`src/design/prfc_pkg.sv`:
```
// Package for the prefix route filter counter block.
// Holds field widths, the table entry layout, kind codes, states and the prefix match.
// No dependencies; used by the top level, the checker and the testbench.
package prfc_pkg;

   localparam int ADDR_W  = 32;
   localparam int LEN_W   = 6;
   localparam int LINK_W  = 4;
   localparam int KIND_W  = 3;
   localparam int ENTRY_W = ADDR_W + LEN_W + LINK_W;

   localparam int REQ_DATA_W = 48;
   localparam int RSP_DATA_W = 40;

   localparam int ROUTE_DEPTH_DEF  = 64;
   localparam int FILTER_DEPTH_DEF = 16;
   localparam int LINK_COUNT_DEF   = 16;

   localparam logic [LEN_W-1:0] MAX_LEN = LEN_W'(ADDR_W);

   localparam logic [KIND_W-1:0] KIND_ADD_ROUTE  = 3'd0;
   localparam logic [KIND_W-1:0] KIND_ADD_FILTER = 3'd1;
   localparam logic [KIND_W-1:0] KIND_PACKET     = 3'd2;
   localparam logic [KIND_W-1:0] KIND_READ_COUNT = 3'd3;
   localparam logic [KIND_W-1:0] KIND_CLEAR      = 3'd4;

   typedef struct packed {
      logic [LINK_W-1:0] link;
      logic [LEN_W-1:0]  len;
      logic [ADDR_W-1:0] prefix;
   } entry_type;

   typedef enum logic [2:0] {
      ST_IDLE,
      ST_DISPATCH,
      ST_FILTER_SCAN,
      ST_ROUTE_SCAN,
      ST_COUNT_RD,
      ST_COUNT_WR,
      ST_READ_RSP,
      ST_DONE
   } state_type;

   function automatic logic prefix_hit(entry_type e, logic [ADDR_W-1:0] addr);
      logic [ADDR_W-1:0] mask;
      mask = ~({ADDR_W{1'b1}} >> e.len);
      return ((addr ^ e.prefix) & mask) == '0;
   endfunction

endpackage

```
`src/design/prfc_ram.sv`:
```
// Generic single-write, single-read RAM with a registered read port.
// Used for the route, filter and link counter stores; no dependencies.
module prfc_ram #(
   parameter int WIDTH = 8,
   parameter int DEPTH = 16,
   parameter int AW    = (DEPTH > 1) ? $clog2(DEPTH) : 1
) (
   input  logic             clock,
   input  logic             we,
   input  logic [AW-1:0]    waddr,
   input  logic [WIDTH-1:0] wdata,
   input  logic             re,
   input  logic [AW-1:0]    raddr,
   output logic [WIDTH-1:0] rdata
);

   logic [WIDTH-1:0] mem [DEPTH];
   logic [WIDTH-1:0] rdata_ff;

   always_ff @(posedge clock) begin
      if (we) begin
         mem[waddr] <= wdata;
      end
      if (re) begin
         rdata_ff <= mem[raddr];
      end
   end

   assign rdata = rdata_ff;

endmodule

```
`src/design/prefix_route_filter_counter.sv`:
```
// Top level of the prefix route filter counter: control sequencer and three RAMs.
// Depends on prfc_pkg and prfc_ram.
//
// Route and filter entries are appended to RAMs in arrival order; a packet scans the
// filters newest first and stops at the first hit; only on a filter miss does it scan
// every route, keeping the longest matching prefix (earliest entry on ties). Then it
// does a read-modify-write of the link counter RAM. The single read port of each RAM,
// one entry per cycle, sets the rate: packet time grows with the table sizes (less on a
// filter hit); a counter read passes ST_READ_RSP, adds and clear go straight to ST_DONE.
// Clear and reset take effect at once (no sweep).
// A new transaction is taken while the previous result still waits on rsp.
module prefix_route_filter_counter #(
   parameter int ROUTE_DEPTH  = prfc_pkg::ROUTE_DEPTH_DEF,
   parameter int FILTER_DEPTH = prfc_pkg::FILTER_DEPTH_DEF,
   parameter int LINK_COUNT   = prfc_pkg::LINK_COUNT_DEF
) (
   input  logic                              clock,
   input  logic                              reset,
   input  logic                              req_tvalid,
   output logic                              req_tready,
   // address[31:0], prefix_len[37:32], link[41:38], zero[47:42]
   input  logic [prfc_pkg::REQ_DATA_W-1:0]   req_tdata,
   // kind[2:0]
   input  logic [prfc_pkg::KIND_W-1:0]       req_tuser,
   output logic                              rsp_tvalid,
   input  logic                              rsp_tready,
   // out_link[3:0], matched[4], count[36:5], status[37], zero[39:38]
   output logic [prfc_pkg::RSP_DATA_W-1:0]   rsp_tdata
);

   import prfc_pkg::*;

   localparam int RAW     = (ROUTE_DEPTH > 1) ? $clog2(ROUTE_DEPTH) : 1;
   localparam int RCW     = $clog2(ROUTE_DEPTH + 1);
   localparam int FAW     = (FILTER_DEPTH > 1) ? $clog2(FILTER_DEPTH) : 1;
   localparam int FCW     = $clog2(FILTER_DEPTH + 1);
   localparam int LINK_AW = $clog2(LINK_COUNT);
   localparam int LINK_IW = (LINK_AW > LINK_W) ? LINK_AW : LINK_W;

   state_type state_ff, state_in;

   logic [KIND_W-1:0] kind_ff, kind_in;
   logic [ADDR_W-1:0] addr_ff, addr_in;
   logic [LEN_W-1:0]  plen_ff, plen_in;
   logic [LINK_W-1:0] link_ff, link_in;

   logic [RCW-1:0] route_cnt_ff, route_cnt_in;
   logic [FCW-1:0] filt_cnt_ff, filt_cnt_in;
   logic [RCW-1:0] rptr_ff, rptr_in;
   logic [FCW-1:0] fptr_ff, fptr_in;
   logic           pend_ff, pend_in;

   logic              hit_ff, hit_in;
   logic [LINK_W-1:0] chosen_ff, chosen_in;
   logic [LEN_W-1:0]  best_ff, best_in;
   logic [ADDR_W-1:0] count_ff, count_in;
   logic              status_ff, status_in;

   logic [LINK_COUNT-1:0] cvld_ff, cvld_in;

   logic                  rsp_valid_ff, rsp_valid_in;
   logic [RSP_DATA_W-1:0] rsp_data_ff, rsp_data_in;

   logic              rt_we, rt_re, ft_we, ft_re, ct_we, ct_re;
   logic [RAW-1:0]    rt_waddr, rt_raddr;
   logic [FAW-1:0]    ft_waddr, ft_raddr;
   logic [LINK_AW-1:0] ct_waddr, ct_raddr;
   logic [ENTRY_W-1:0] rt_rdata, ft_rdata;
   logic [ADDR_W-1:0]  ct_wdata, ct_rdata;
   entry_type          new_entry, rt_q, ft_q;

   logic [FCW-1:0]     fptr_dec;
   logic [LINK_IW-1:0] chosen_wide, link_wide;
   logic [LINK_AW-1:0] chosen_idx, link_idx;
   logic               chosen_ok, link_ok;

   assign new_entry   = '{link: link_ff, len: plen_ff, prefix: addr_ff};
   assign rt_q        = entry_type'(rt_rdata);
   assign ft_q        = entry_type'(ft_rdata);
   assign fptr_dec    = fptr_ff - FCW'(1);
   assign chosen_wide = LINK_IW'(chosen_ff);
   assign link_wide   = LINK_IW'(link_ff);
   assign chosen_idx  = chosen_wide[LINK_AW-1:0];
   assign link_idx    = link_wide[LINK_AW-1:0];
   assign chosen_ok   = 32'(chosen_ff) < LINK_COUNT;
   assign link_ok     = 32'(link_ff) < LINK_COUNT;

   assign rt_waddr = route_cnt_ff[RAW-1:0];
   assign rt_raddr = rptr_ff[RAW-1:0];
   assign ft_waddr = filt_cnt_ff[FAW-1:0];
   assign ft_raddr = fptr_dec[FAW-1:0];
   assign ct_waddr = chosen_idx;
   assign ct_wdata = (cvld_ff[chosen_idx] ? ct_rdata : '0) + ADDR_W'(1);

   assign req_tready = (state_ff == ST_IDLE);
   assign rsp_tvalid = rsp_valid_ff;
   assign rsp_tdata  = rsp_data_ff;

   always_comb begin
      state_in     = state_ff;
      kind_in      = kind_ff;
      addr_in      = addr_ff;
      plen_in      = plen_ff;
      link_in      = link_ff;
      route_cnt_in = route_cnt_ff;
      filt_cnt_in  = filt_cnt_ff;
      rptr_in      = rptr_ff;
      fptr_in      = fptr_ff;
      pend_in      = 1'b0;
      hit_in       = hit_ff;
      chosen_in    = chosen_ff;
      best_in      = best_ff;
      count_in     = count_ff;
      status_in    = status_ff;
      cvld_in      = cvld_ff;
      rsp_valid_in = rsp_valid_ff && !rsp_tready;
      rsp_data_in  = rsp_data_ff;
      rt_we        = 1'b0;
      rt_re        = 1'b0;
      ft_we        = 1'b0;
      ft_re        = 1'b0;
      ct_we        = 1'b0;
      ct_re        = 1'b0;
      ct_raddr     = chosen_idx;

      case (state_ff)
         ST_IDLE: begin
            if (req_tvalid) begin
               kind_in   = req_tuser;
               addr_in   = req_tdata[ADDR_W-1:0];
               plen_in   = (req_tdata[ADDR_W +: LEN_W] > MAX_LEN) ?
                           MAX_LEN : req_tdata[ADDR_W +: LEN_W];
               link_in   = req_tdata[ADDR_W+LEN_W +: LINK_W];
               hit_in    = 1'b0;
               chosen_in = '0;
               best_in   = '0;
               count_in  = '0;
               status_in = 1'b0;
               state_in  = ST_DISPATCH;
            end
         end
         ST_DISPATCH: begin
            state_in = ST_DONE;
            case (kind_ff)
               KIND_ADD_ROUTE: begin
                  if (route_cnt_ff == RCW'(ROUTE_DEPTH)) begin
                     status_in = 1'b1;
                  end else begin
                     rt_we        = 1'b1;
                     route_cnt_in = route_cnt_ff + RCW'(1);
                  end
               end
               KIND_ADD_FILTER: begin
                  if (filt_cnt_ff == FCW'(FILTER_DEPTH)) begin
                     status_in = 1'b1;
                  end else begin
                     ft_we       = 1'b1;
                     filt_cnt_in = filt_cnt_ff + FCW'(1);
                  end
               end
               KIND_PACKET: begin
                  fptr_in  = filt_cnt_ff;
                  rptr_in  = '0;
                  state_in = ST_FILTER_SCAN;
               end
               KIND_READ_COUNT: begin
                  ct_re    = 1'b1;
                  ct_raddr = link_idx;
                  state_in = ST_READ_RSP;
               end
               KIND_CLEAR: begin
                  route_cnt_in = '0;
                  filt_cnt_in  = '0;
                  cvld_in      = '0;
               end
               default: begin
                  state_in = ST_DONE;
               end
            endcase
         end
         ST_FILTER_SCAN: begin
            if (pend_ff && prefix_hit(ft_q, addr_ff)) begin
               hit_in    = 1'b1;
               chosen_in = ft_q.link;
               state_in  = ST_COUNT_RD;
            end else if (fptr_ff != '0) begin
               ft_re   = 1'b1;
               fptr_in = fptr_dec;
               pend_in = 1'b1;
            end else if (!pend_ff) begin
               state_in = ST_ROUTE_SCAN;
            end
         end
         ST_ROUTE_SCAN: begin
            if (pend_ff && prefix_hit(rt_q, addr_ff) && (!hit_ff || rt_q.len > best_ff)) begin
               hit_in    = 1'b1;
               chosen_in = rt_q.link;
               best_in   = rt_q.len;
            end
            if (rptr_ff != route_cnt_ff) begin
               rt_re   = 1'b1;
               rptr_in = rptr_ff + RCW'(1);
               pend_in = 1'b1;
            end else if (!pend_ff) begin
               state_in = ST_COUNT_RD;
            end
         end
         ST_COUNT_RD: begin
            if (chosen_ok) begin
               ct_re    = 1'b1;
               state_in = ST_COUNT_WR;
            end else begin
               state_in = ST_DONE;
            end
         end
         ST_COUNT_WR: begin
            ct_we               = 1'b1;
            cvld_in[chosen_idx] = 1'b1;
            state_in            = ST_DONE;
         end
         ST_READ_RSP: begin
            count_in = (link_ok && cvld_ff[link_idx]) ? ct_rdata : '0;
            state_in = ST_DONE;
         end
         ST_DONE: begin
            if (!rsp_valid_ff || rsp_tready) begin
               rsp_valid_in = 1'b1;
               rsp_data_in  = RSP_DATA_W'({status_ff, count_ff, hit_ff, chosen_ff});
               state_in     = ST_IDLE;
            end
         end
         default: begin
            state_in = ST_IDLE;
         end
      endcase
   end

   always_ff @(posedge clock) begin
      if (reset) begin
         state_ff     <= ST_IDLE;
         route_cnt_ff <= '0;
         filt_cnt_ff  <= '0;
         pend_ff      <= 1'b0;
         cvld_ff      <= '0;
         rsp_valid_ff <= 1'b0;
      end else begin
         state_ff     <= state_in;
         route_cnt_ff <= route_cnt_in;
         filt_cnt_ff  <= filt_cnt_in;
         pend_ff      <= pend_in;
         cvld_ff      <= cvld_in;
         rsp_valid_ff <= rsp_valid_in;
      end
   end

   always_ff @(posedge clock) begin
      kind_ff     <= kind_in;
      addr_ff     <= addr_in;
      plen_ff     <= plen_in;
      link_ff     <= link_in;
      rptr_ff     <= rptr_in;
      fptr_ff     <= fptr_in;
      hit_ff      <= hit_in;
      chosen_ff   <= chosen_in;
      best_ff     <= best_in;
      count_ff    <= count_in;
      status_ff   <= status_in;
      rsp_data_ff <= rsp_data_in;
   end

   prfc_ram #(.WIDTH(ENTRY_W), .DEPTH(ROUTE_DEPTH)) u_route_ram (
      .clock (clock),
      .we    (rt_we),
      .waddr (rt_waddr),
      .wdata (new_entry),
      .re    (rt_re),
      .raddr (rt_raddr),
      .rdata (rt_rdata)
   );

   prfc_ram #(.WIDTH(ENTRY_W), .DEPTH(FILTER_DEPTH)) u_filter_ram (
      .clock (clock),
      .we    (ft_we),
      .waddr (ft_waddr),
      .wdata (new_entry),
      .re    (ft_re),
      .raddr (ft_raddr),
      .rdata (ft_rdata)
   );

   prfc_ram #(.WIDTH(ADDR_W), .DEPTH(LINK_COUNT)) u_count_ram (
      .clock (clock),
      .we    (ct_we),
      .waddr (ct_waddr),
      .wdata (ct_wdata),
      .re    (ct_re),
      .raddr (ct_raddr),
      .rdata (ct_rdata)
   );

endmodule

```
`config.mk`:
```
export PLATFORM = sky130hd
export DESIGN_NAME = prefix_route_filter_counter
export DESIGN_NICKNAME = d
export VERILOG_FILES = /design/src/design/prfc_pkg.sv /design/src/design/prfc_ram.sv /design/src/design/prefix_route_filter_counter.sv
export SDC_FILE = /design/constraint.sdc
export NUM_CORES = 2
export LEC_CHECK = 0
export BUFFER_PORTS_ARGS = -buffer_cell sky130_fd_sc_hd__buf_2
export CAP_MARGIN = 15
export CORE_ASPECT_RATIO = 1.25
export CORE_UTILIZATION = 55
export CTS_CLUSTER_DIAMETER = 120
export DETAILED_ROUTE_END_ITERATION = 10
export GPL_ROUTABILITY_DRIVEN = 1
export PLACE_DENSITY = 0.73
export SLEW_MARGIN = 10
export SYNTH_ARGS = -nofsm -noshare
export SYNTH_HDL_FRONTEND = slang
export SYNTH_HIERARCHICAL = 1
export SYNTH_SLANG_ARGS = --single-unit
```
`constraint.sdc`:
```
create_clock -name clock -period 6.3 [get_ports clock]
set_input_delay 0.945 -clock clock [delete_from_list [all_inputs] [get_ports clock]]
set_output_delay 0.945 -clock clock [all_outputs]
set_load 0.02 [all_outputs]
```
==> results by group <==
Worst setup path
  – Setup CP Type: reg -> reg
  – Crit path cell chain: inv_1, ha_1, nand2_1, o21ai_0, nor3b_1, buf_4, nor2b_1, nand3_1, nor2_4, buf_4
  – Critical Path Fanout Max: 31
  – Slowest stage cell, crit path: nor3b_1
  – Worst setup EP type: register
  – Worst stage delay on the critical path: 0.77 ns
  – Setup crit start: route_cnt_ff[1]
  – Critical Path AT: 5.67 ns
  – Critical R2R Launch: route_cnt_ff[1]
  – Critical path's most frequent cell: buf_4
  – WP data required: 6.78 ns
  – Critical Path Source Type: register

Hold path
  – HP Start: req_tdata[25]
  – Hold Crit Class: in -> reg

Floorplanning
  – Starting Density: 55.4%
  – Row cnt: 220
  – Die area: 0.292 mm²
  – Core area: 0.288 mm²
  – Chip height: 604 µm
  – IO Pins: 97
  – Die width: 484 µm

Synth
  – Syn Inst Count: 7,097
  – Seq/Total Area, Yosys: 78.1%
  – Top-count cell post-synth: edfxtp_1
  – Synth Register Bits: 4,160
  – Fraction of registers with async set/reset: 0%
  – Cell variety after synth: 81
  – Cell taking the most area after synthesis: edfxtp_1
  – Yosys Warn Count: 6
  – Cell Area, Synth: 0.160 mm²
  – Ys flop type: edfxtp_1
  – Largest cells by area after synthesis: edfxtp_1 78%, mux4_2 14%, a22oi_1 1.1%, mux2i_1 0.99%, nor2_1 0.53%
  – Top-area cell type share of the netlist area: 77.7%
  – Avg Synthesized Cell Area: 22.5 µm²
  – Synth top cells by count: 4,127 x edfxtp_1, 991 x mux4_2, 234 x a22oi_1
  – Post-synth EDFFs: 4,127

Placed design
  – RePlAce Congestion: 0.886
  – Post-DP Area: 0.166 mm²
  – Placed Instances: 10,846
  – DPL Wire Length: 214 mm
  – Port Buf Inserts: 88

Power
  – Power Total: 67.4 mW
  – Power per cell area: 378 mW/mm²
  – P_leak: 56.9 nW
  – Largest vdd supply drop: 359 µV

Clocking
  – Postcts setup bufs: 0
  – Quantity of gates resized following cts: 0
  – H-tree depth: 5
  – Latest clock arrival within the worst-skew pair: 0.93 ns
  – CTS clk-pin slew, worst paths: 0.07 ns
  – CTS Buffer Depth: 4
  – Clock Tree Root: clkbuf_16
  – CTS Hold Bufs: 0
  – TritonCTS clock tree: built
  – CTS sink count: 4,160
  – TritonCTS Buffers: 385

GRT
  – Largest net degree at the start of global routing: 146
  – Initial antenna violation count: 15
  – Routing usage on met2: 45.2%
  – GR Util All Layers: 26.2%
  – Met1 Usage GRT: 33.7%
  – Gr busiest metal: met2
  – Gr ovfl total: 0
  – First-pass GRT wire length: 549 mm
  – Met3 usage: 4.14%
  – Vias in the first global route: 78,409

Routing
  – Routed Antenna Nets: 0
  – Residual DRC: 0
  – Drt pass-1 iters: 7
  – Via density: 6.65
  – Routed WL per cell: 33.1 µm
  – Iter 0 DRT Violations: 9,616
  – Final wirelength: 383 mm
  – Vias: 76,827

Flow run
  – Max Cap Viol: 0

Finish
  – Nets: 7,529
  – Fillers: 18,865
  – Post-route cell area: 0.178 mm²
  – Finished Layout Cells: 11,552
  – Synthesis-to-finish area growth: 11.8%
  – Layout cells sized above 1: 26.8%

Status
  – Status: finished clean

Timing
  – Setup TNS Final: 0 ns
  – Final-report hold violation count: 0
  – Relative slew slack: 17.0%
  – Least-Margin Pin Slew: 1.24 ns
  – Fmax: 193 MHz
  – RSZ-0062 raised after global routing: false
  – Clk_skew: 0.0808 ns
  – Final Max Tran Viols: 0
  – Final Setup Violations: 0
  – Tcrit/Tclk final: 82.3%
  – Final min period: 5.19 ns
metal layers:
metal  share of wire (%)  up-vias
li1                    -    30791
met5               0.014        -
met3                 9.1      827
met1                  35    40784
met4                 4.0        8
met2                  52     4417
logic make-up after synthesis:
| logic type | count (synthesis) | share of synthesized area (%) |
|---|---|---|
| flops | 4160 | 78.1 |
| mux | 1196 | 15.3 |
| fa+ha+maj | 15 | 0.116 |
| buf+inv | 403 | 1.29 |
| xor+xnor | 115 | 0.631 |
| other cells | 1 | 0.00235 |
| compound gates | 561 | 2.58 |
| simple gates | 646 | 1.97 |
sequential cells by signal, summed over array words and instances, names as in the netlist, 4 cells and up:
| register | flops |
|---|---|
| best_ff | 6 |
| u_filter_ram/rdata | 42 |
| addr_ff | 32 |
| link_ff | 4 |
| u_route_ram/mem | 2688 |
| route_cnt_ff | 7 |
| filt_cnt_ff | 5 |
| u_filter_ram/mem | 672 |
| rsp_tdata | 38 |
| fptr_ff | 5 |
| u_route_ram/rdata | 42 |
| plen_ff | 6 |
| chosen_ff | 4 |
| rptr_ff | 7 |
| u_count_ram/rdata | 32 |
| cvld_ff | 16 |
| count_ff | 32 |
| u_count_ram/mem | 512 |
layout make-up:
cell class	instances	area [µm²]	area share [%]
flip-flops and latches	4160	125000	69.8
multi-input cells	2535	33700	18.9
clock buffers	468	10100	5.66
well taps	3774	4720	2.65
repair buffers	356	2720	1.53
clock inverters	230	2390	1.34
inverters	22	103	0.0575
diodes	7	17.5	0.00982
worst paths after layout:
path,endpoint,slack [ns],depth (start not counted)
setup / recovery,u_route_ram/mem[62][12],1.11,10
hold reg to reg,rsp_tdata[20],0.42,0
hold / removal,addr_ff[25],0.20,1
setup reg to reg,u_route_ram/mem[62][12],1.11,10
cell usage in the layout (no fill, tap or decap), drive strengths merged, types with 35 or more instances in the layout:
cell    instances
buf           356
and2           50
xor2           87
mux2i         158
o22ai          35
nor2          227
nand3          35
a21oi          66
edfxtp       4127
clkinv        160
clkbuf        468
nand2         143
a22oi         234
nor3           40
mux4          991
bufinv         44
mux2           47
power by group:
part	internal, mW	total [mW]	switching, mW
sequential	32.3	32.9	0.651
clock	13.2	23.3	10.0
combinational	4.22	11.2	6.97
through the flow:
stage          hold WS (ns)  setup slack (ns)  util, %
4_1_cts               0.150              1.29     61.9
3_3_place_gp          0.404              1.49     57.6
6_report              0.200              1.11     62.0
2_1_floorplan         0.400              1.19        -
3_5_place_dp          0.405              1.45     57.6
5_1_grt               0.172              1.04     61.9
worst max-delay path: cells and delay by family, from the launching register on:
family / cells / cell delay, ns
AO/OA/AOI/OAI: 1 / 0.15
adder cells (fa/ha/maj): 1 / 0.21
buffers and inverters: 3 / 1.00
flip-flops: 1 / 0.70
AND/OR/NAND/NOR: 5 / 2.58
(Power assumes the default switching activity.)
